$ cat src/hw/rtl/sle_pkg.sv
package sle_pkg;

  // Number of cells, one stored value each.
  localparam int DEPTH = 16;
  localparam int IDX_W = (DEPTH > 1) ? $clog2(DEPTH) : 1;
  localparam int FILL_W = $clog2(DEPTH + 1);

  // Field widths of the channels.
  localparam int MODE_W = 3;
  localparam int VALUE_W = 32;
  localparam int STATUS_W = 2;
  localparam int POS_W = 4;
  localparam int COUNT_W = 5;

  typedef enum logic [MODE_W-1:0] {
    MODE_INSERT = 3'd0,
    MODE_SEARCH = 3'd1,
    MODE_DELETE = 3'd2,
    MODE_CLEAR  = 3'd3,
    MODE_COUNT  = 3'd4
  } mode_t;

  typedef enum logic [STATUS_W-1:0] {
    ST_OK      = 2'd0,
    ST_MISSING = 2'd1,
    ST_EMPTY   = 2'd2,
    ST_FULL    = 2'd3
  } status_t;

  // Broadcast to every cell in the cycle an item is taken.
  typedef struct packed {
    logic                      ins;
    logic                      del;
    logic signed [VALUE_W-1:0] value;
  } cell_ctl_t;

endpackage

$ cat src/hw/rtl/sle_cell.sv
module sle_cell (
  input  logic                               clk,
  input  sle_pkg::cell_ctl_t                 ctl,
  input  logic                               valid,
  input  logic                               left_gt,
  input  logic signed [sle_pkg::VALUE_W-1:0] left_entry,
  input  logic signed [sle_pkg::VALUE_W-1:0] right_entry,
  output logic signed [sle_pkg::VALUE_W-1:0] entry,
  output logic                               gt,
  output logic                               lt,
  output logic                               eq
);

  // An empty cell counts as greater than anything, so the greater flags
  // along the row form a thermometer that marks the insert point.
  assign gt = !valid || (entry > ctl.value);
  assign lt = valid && (entry < ctl.value);
  assign eq = valid && (entry == ctl.value);

  always_ff @(posedge clk) begin
    if (ctl.ins && gt) begin
      entry <= left_gt ? left_entry : ctl.value;
    end else if (ctl.del && !lt) begin
      entry <= right_entry;
    end
  end

endmodule

$ cat src/hw/rtl/sorted_list_engine.sv
// Channel  | Valid / ready          | Payload
// ---------+------------------------+--------------------------------------
// input    | in_valid / in_ready    | mode [2:0], value [31:0] signed
// output   | out_valid / out_ready  | status [1:0], found, position [3:0],
//          |                        | count [4:0]
//
// All cells compare against the value at once and shift by one place, so
// one item can be taken per clock while in_ready is high. The result
// appears in the cycle after its transfer, from a registered output stage.
// Input is taken whenever the output stage is empty or is being drained,
// so a stalled consumer holds off new items only while a result waits.
// Reset (rst, synchronous) empties the store and the output stage; the
// stored values themselves are not cleared, since the fill count masks them.
module sorted_list_engine (
  input  logic                                clk,
  input  logic                                rst,
  input  logic                                in_valid,
  output logic                                in_ready,
  input  logic [sle_pkg::MODE_W-1:0]          mode,
  input  logic signed [sle_pkg::VALUE_W-1:0]  value,
  output logic                                out_valid,
  input  logic                                out_ready,
  output logic [sle_pkg::STATUS_W-1:0]        status,
  output logic                                found,
  output logic [sle_pkg::POS_W-1:0]           position,
  output logic [sle_pkg::COUNT_W-1:0]         count
);

  localparam int DEPTH = sle_pkg::DEPTH;
  localparam int IDX_W = sle_pkg::IDX_W;
  localparam int FILL_W = sle_pkg::FILL_W;

  // The number of stored values; cells below it hold valid entries.
  logic [FILL_W-1:0] fill;
  logic [FILL_W-1:0] fill_next;

  logic accept;
  logic [DEPTH-1:0] valid_vec;
  logic [DEPTH-1:0] gt_vec;
  logic [DEPTH-1:0] lt_vec;
  logic [DEPTH-1:0] eq_vec;
  logic signed [sle_pkg::VALUE_W-1:0] entries [DEPTH];

  sle_pkg::cell_ctl_t ctl;
  logic hit;
  logic is_full;
  logic is_empty;
  logic [IDX_W-1:0] ins_idx;
  logic [IDX_W-1:0] match_idx;

  sle_pkg::status_t status_next;
  logic found_next;
  logic [IDX_W-1:0] pos_next;

  assign in_ready = !out_valid || out_ready;
  assign accept = in_valid && in_ready;

  assign is_full = (fill == FILL_W'(DEPTH));
  assign is_empty = (fill == '0);
  assign hit = |eq_vec;

  always_comb begin
    for (int i = 0; i < DEPTH; i++) begin
      valid_vec[i] = (FILL_W'(i) < fill);
    end
  end

  // Both flag rows are thermometers, so the insert point is the first
  // greater cell and the first match is the first cell that is not less.
  always_comb begin
    ins_idx = '0;
    match_idx = '0;
    for (int i = 0; i < DEPTH; i++) begin
      if (gt_vec[i] && (i == 0 || !gt_vec[(i > 0) ? i - 1 : 0])) begin
        ins_idx = ins_idx | IDX_W'(i);
      end
      if (!lt_vec[i] && (i == 0 || lt_vec[(i > 0) ? i - 1 : 0])) begin
        match_idx = match_idx | IDX_W'(i);
      end
    end
  end

  genvar g;
  generate
    for (g = 0; g < DEPTH; g++) begin : g_cell
      logic left_gt;
      logic signed [sle_pkg::VALUE_W-1:0] left_entry;
      logic signed [sle_pkg::VALUE_W-1:0] right_entry;

      if (g == 0) begin : g_first
        assign left_gt = 1'b0;
        assign left_entry = value;
      end else begin : g_inner
        assign left_gt = gt_vec[g-1];
        assign left_entry = entries[g-1];
      end

      if (g == DEPTH - 1) begin : g_last
        assign right_entry = '0;
      end else begin : g_mid
        assign right_entry = entries[g+1];
      end

      sle_cell u_cell (
        .clk         (clk),
        .ctl         (ctl),
        .valid       (valid_vec[g]),
        .left_gt     (left_gt),
        .left_entry  (left_entry),
        .right_entry (right_entry),
        .entry       (entries[g]),
        .gt          (gt_vec[g]),
        .lt          (lt_vec[g]),
        .eq          (eq_vec[g])
      );
    end
  endgenerate

  // Decode the request against the current fill and match flags.
  always_comb begin
    ctl.ins = 1'b0;
    ctl.del = 1'b0;
    ctl.value = value;
    status_next = sle_pkg::ST_OK;
    found_next = 1'b0;
    pos_next = '0;
    fill_next = fill;
    unique case (sle_pkg::mode_t'(mode))
      sle_pkg::MODE_INSERT: begin
        if (is_full) begin
          status_next = sle_pkg::ST_FULL;
        end else begin
          ctl.ins = accept;
          pos_next = ins_idx;
          fill_next = fill + FILL_W'(1);
        end
      end
      sle_pkg::MODE_SEARCH, sle_pkg::MODE_DELETE: begin
        if (is_empty) begin
          status_next = sle_pkg::ST_EMPTY;
        end else if (!hit) begin
          status_next = sle_pkg::ST_MISSING;
        end else begin
          found_next = 1'b1;
          pos_next = match_idx;
          if (sle_pkg::mode_t'(mode) == sle_pkg::MODE_DELETE) begin
            ctl.del = accept;
            fill_next = fill - FILL_W'(1);
          end
        end
      end
      sle_pkg::MODE_CLEAR: begin
        if (is_empty) begin
          status_next = sle_pkg::ST_EMPTY;
        end
        fill_next = '0;
      end
      sle_pkg::MODE_COUNT: begin
        if (is_empty) begin
          status_next = sle_pkg::ST_EMPTY;
        end
      end
      default: begin
        // Unused modes leave the store alone and report the fill.
      end
    endcase
  end

  always_ff @(posedge clk) begin
    if (rst) begin
      fill <= '0;
      out_valid <= 1'b0;
    end else begin
      if (accept) begin
        fill <= fill_next;
        out_valid <= 1'b1;
      end else if (out_ready) begin
        out_valid <= 1'b0;
      end
    end
  end

  always_ff @(posedge clk) begin
    if (accept) begin
      status <= status_next;
      found <= found_next;
      position <= sle_pkg::POS_W'(pos_next);
      count <= sle_pkg::COUNT_W'(fill_next);
    end
  end

endmodule

$ cat config.mk
export PLATFORM = sky130hd
export DESIGN_NAME = sorted_list_engine
export DESIGN_NICKNAME = d
export VERILOG_FILES = /design/src/hw/rtl/sle_pkg.sv /design/src/hw/rtl/sle_cell.sv /design/src/hw/rtl/sorted_list_engine.sv
export SDC_FILE = /design/constraint.sdc
export NUM_CORES = 2
export LEC_CHECK = 0
export ABC_AREA = 1
export ABC_CLOCK_PERIOD_IN_PS = 9000
export BUFFER_PORTS_ARGS = -buffer_cell sky130_fd_sc_hd__buf_2
export CORE_MARGIN = 1
export CORE_UTILIZATION = 50
export CTS_CLUSTER_SIZE = 8
export DETAILED_ROUTE_END_ITERATION = 16
export PLACE_DENSITY = 0.68
export SLEW_MARGIN = 20
export SYNTH_ARGS = -nofsm -noshare
export SYNTH_HDL_FRONTEND = slang
export SYNTH_SLANG_ARGS = --single-unit
$ cat constraint.sdc
create_clock -name clk -period 9 [get_ports clk]
set_input_delay 1.35 -clock clk [delete_from_list [all_inputs] [get_ports clk]]
set_output_delay 1.35 -clock clk [all_outputs]
set_load 0.05 [all_outputs]
==> key figures <==
Placed design
  – Placed Area: just over 40000 sq um
  – GP Congestion: between 0.9 and 1
  – HPWL after detailed placement: roughly 97 mm
  – I/O Buffers: 52

Setup path
  – Crit path buffers/inverters: 5
  – Most frequent CP cell: nand2_1
  – CP required: about 9.3 ns
  – Setup crit start kind: primary input
  – Crit-path leading delay family: buffers and inverters
  – Crit end category: flop
  – Arrival time of the worst setup path: 5.91 ns
  – Largest stage delay, worst path: ~0.70 ns
  – Slowest library cell on the worst path: nor2_4
  – Setup CP Type: in -> reg
  – Worst-path maximum fanout: 35
  – CP cell instances: buf_2, inv_1, buf_4, ha_1, nand2_1, o21ai_0, a21oi_1, nand2_1, nand2_1, nand2_1, nand2_1, nand3_2, nand2_4, nor2_4, inv_1, nand2_1, buf_4

Clock tree
  – Reg clk slew, reported paths: 0.05 ns
  – Clk root buf: clkbuf_16
  – Post-CTS resize count: 0
  – Max H-tree Level: 3
  – Skew-Pair Late Insertion Delay: about 0.64 ns
  – CTS tree: yes
  – Setup bufs post-CTS: 0
  – Bufs on Longest Clock Path: 3
  – Clock Sinks: 530
  – Num CTS Buffers: 76
  – # hold bufs at CTS: 0

Synth
  – Post-synth top area cell: edfxtp_1
  – Sequential fraction of the synthesis area: 0.396
  – Synth warn: 0
  – Largest family of logic cells by synthesized area: simple AND/OR/NAND/NOR gates
  – Simple-gate area share of the yosys netlist: 0.214
  – Synth top area share: 0.393
  – Synth Net Count: between 5k and 6k
  – Synthesis-stage register bit count: 530
  – Ys flop type: edfxtp_1
  – Yosys cell types: 49
  – Post-synthesis mux area share: 0
  – FFs w/ async S/R, synth: 0
  – Post-synthesis instance total: roughly 5k
  – Adder-Cell Fraction of Synth Area: 0.161
  – Syn Area/Cell: approximately 8.1 sq um
  – Post-synthesis xor/xnor area fraction: 0.000657
  – Post-synthesis compound-gate area fraction: 0.177
  – EDFF count, synth: approximately 520
  – Mapped Area: 40000 sq um
  – Synth area leaders: edfxtp_1 (39%), ha_1 (16%), nand2_1 (11%), o21ai_0 (6.6%), nor2_1 (6.3%)

Timing
  – Setup TNS: 0 ns
  – Hold Fails Final Rpt: 0
  – Highest Clock Rate: 177 MHz
  – Max-slew headroom: 0.324
  – Slew at the pin with the worst max-slew slack: 1.01 ns
  – RSZ-0062 raised after global routing: no
  – Final Cycle Share: 0.628
  – Clock Skew: around 0.031 ns
  – Slew Limit Fails: 0
  – Setup violators final: 0
  – Tmin final: around 5.7 ns

Global routing
  – Vias in the first global route: about 35k
  – GRT Total Usage: 0.311
  – Busiest grt layer: met2
  – Global-route met1 utilization: 0.437
  – Global-route wire length before repair: 198 mm
  – Met2 Usage GRT: 0.486
  – Met3 usage in global routing: 0.0367
  – Largest net degree at the start of global routing: between 60 and 70
  – Initial antenna violation count: 3
  – GR Overflow Total: 0

Pwr
  – PwrDens: 150 nW/um^2
  – Int Pwr: ~0.0046 W
  – Combinational Power Share: 0.161
  – Flop pwr share: 0.433
  – Switch share: 0.295
  – Psw: approximately 0.0019 W
  – Clock power frac: 0.406
  – LEAKAGE: 18.5 nW
  – Maximum VDD drop: roughly 0.00015 V

Route
  – DRC: 0
  – Routed len/inst: 21.3 microns
  – DRT Pass-1 Iters: 6
  – Via-per-instance ratio: approximately 6.0
  – Final wirelength: 128 mm
  – DR vias: 36.0k
  – Detail Route Antenna Nets: 0
  – Starting DRT DRC Count: roughly 3.5k

Layout
  – Final #Nets: between 5k and 6k
  – Layout cell share with drive strength beyond 1: 0.0665
  – Post-route cell area: approximately 43000 sq um
  – Most frequent cells in the layout: nand2_1 (1215), nor2_1 (668), o21ai_0 (524), edfxtp_1 (524), ha_1 (515)
  – Most common cell after layout, fill and taps aside: nand2_1
  – Area Overhead vs Synth: 7.82%

Die
  – Die Width: ~280 microns
  – Die height: about 280 microns
  – Initial Util: 0.506
  – Core box area: between 70000 and 80000 sq um
  – Row count: 103
  – I/O pin total: 53
  – Die Area: 81200 sq um

Worst hold path
  – HP Class: reg -> reg

Job
  – Max cap viols: 0

Status
  – Status: complete, no violations
==> cell type report <==
class / instances / area (sq um)
Multi-Input combinational cell: 3965 / 22200
Clock inverter: 7 / 66.3
Timing Repair Buffer: 121 / 858
Fill cell: 7413 / 36000
Antenna cell: 1 / 2.50
Inverter: 237 / 905
Clock buffer: 85 / 1960
Sequential cell: 530 / 15900
Tap cell: 1050 / 1310
==> Yosys cell counts, drive strengths merged (6+ instances only) <==
cell type  instances
nand3             91
o21ai           1001
o22ai             16
nand3b             7
ha               515
edfxtp           524
nand2           1244
nand4             24
a21oi            255
a21o              16
dfxtp              6
o21a              34
nor3              12
inv              237
a211oi            32
buf              140
clkbuf            83
nor2             704
==> worst register-to-register path, stage by stage, from the launching register on <==
cell      delay (ns)
edfxtp_1        0.43
ha_1            0.33
nand2_1         0.07
o21ai_0         0.43
a21oi_1         0.25
nand2_1         0.13
nand2_1         0.07
nand2_1         0.06
nand2_1         0.06
nand3_2         0.13
nand2_4         0.28
nor2_4          0.70
inv_1           0.71
nand2_1         0.23
buf_4           0.46
==> per-stage QoR <==
stage / total power (W) / hold WS [ns] / cells / setup slack [ns] / utilization
after global placement: 0.00385 / 0.499 / 5899 / 2.98 / 0.518
after floorplan: 0.00355 / 0.529 / 4955 / 3.74 / -
after detailed placement: 0.00387 / 0.513 / 5899 / 2.90 / 0.518
after global routing: 0.00672 / 0.549 / 5995 / 3.01 / 0.545
final: 0.00649 / 0.515 / 5996 / 3.35 / 0.545
after CTS: 0.00649 / 0.519 / 5991 / 3.55 / 0.544
==> path summary, 6_finish.rpt <==
kind                            cells past startpoint                       start                         to  slack (ns)
worst max register to register                     14  g_cell[3].u_cell.entry[11]  g_cell[3].u_cell.entry[8]        4.29
worst min-delay path                                2                   out_valid                  out_valid        0.52
worst min register to register                      2                   out_valid                  out_valid        0.52
worst max-delay path                               17                   value[11]  g_cell[3].u_cell.entry[8]        3.35
==> state kept, by name, summed over array words and instances (netlist names) <==
signal and flops:
g_cell.u_cell.entry 512, count 5, fill 5, position 4, status 2, found 1
out_valid 1
==> power by group through the flow <==
| stage | Clock [W] | Sequential [W] | Combinational (W) |
|---|---|---|---|
| 2_1_floorplan | 0 | 0.00285 | 0.000696 |
| 3_3_place_gp | 0 | 0.00285 | 0.000993 |
| 3_5_place_dp | 0 | 0.00285 | 0.00102 |
| 4_1_cts | 0.00266 | 0.00281 | 0.00102 |
| 5_1_grt | 0.00274 | 0.00281 | 0.00116 |
| 6_report | 0.00263 | 0.00281 | 0.00105 |
==> kinds of logic after synthesis <==
kind of cell             count (synthesis)
buffers and inverters                  460
AO/OA/AOI/OAI                         1358
flip-flops                             530
AND/OR/NAND/NOR                       2089
adder cells (fa/ha/maj)                515
XOR/XNOR                                 3
==> metal layers <==
metal / up-vias / routed length (microns)
met5: - / 12
met4: 2 / 5520
met3: 293 / 9450
met2: 1599 / 57000
met1: 17100 / 55800
li1: 17100 / -
Note: power is estimated with default switching activity, not from simulation.
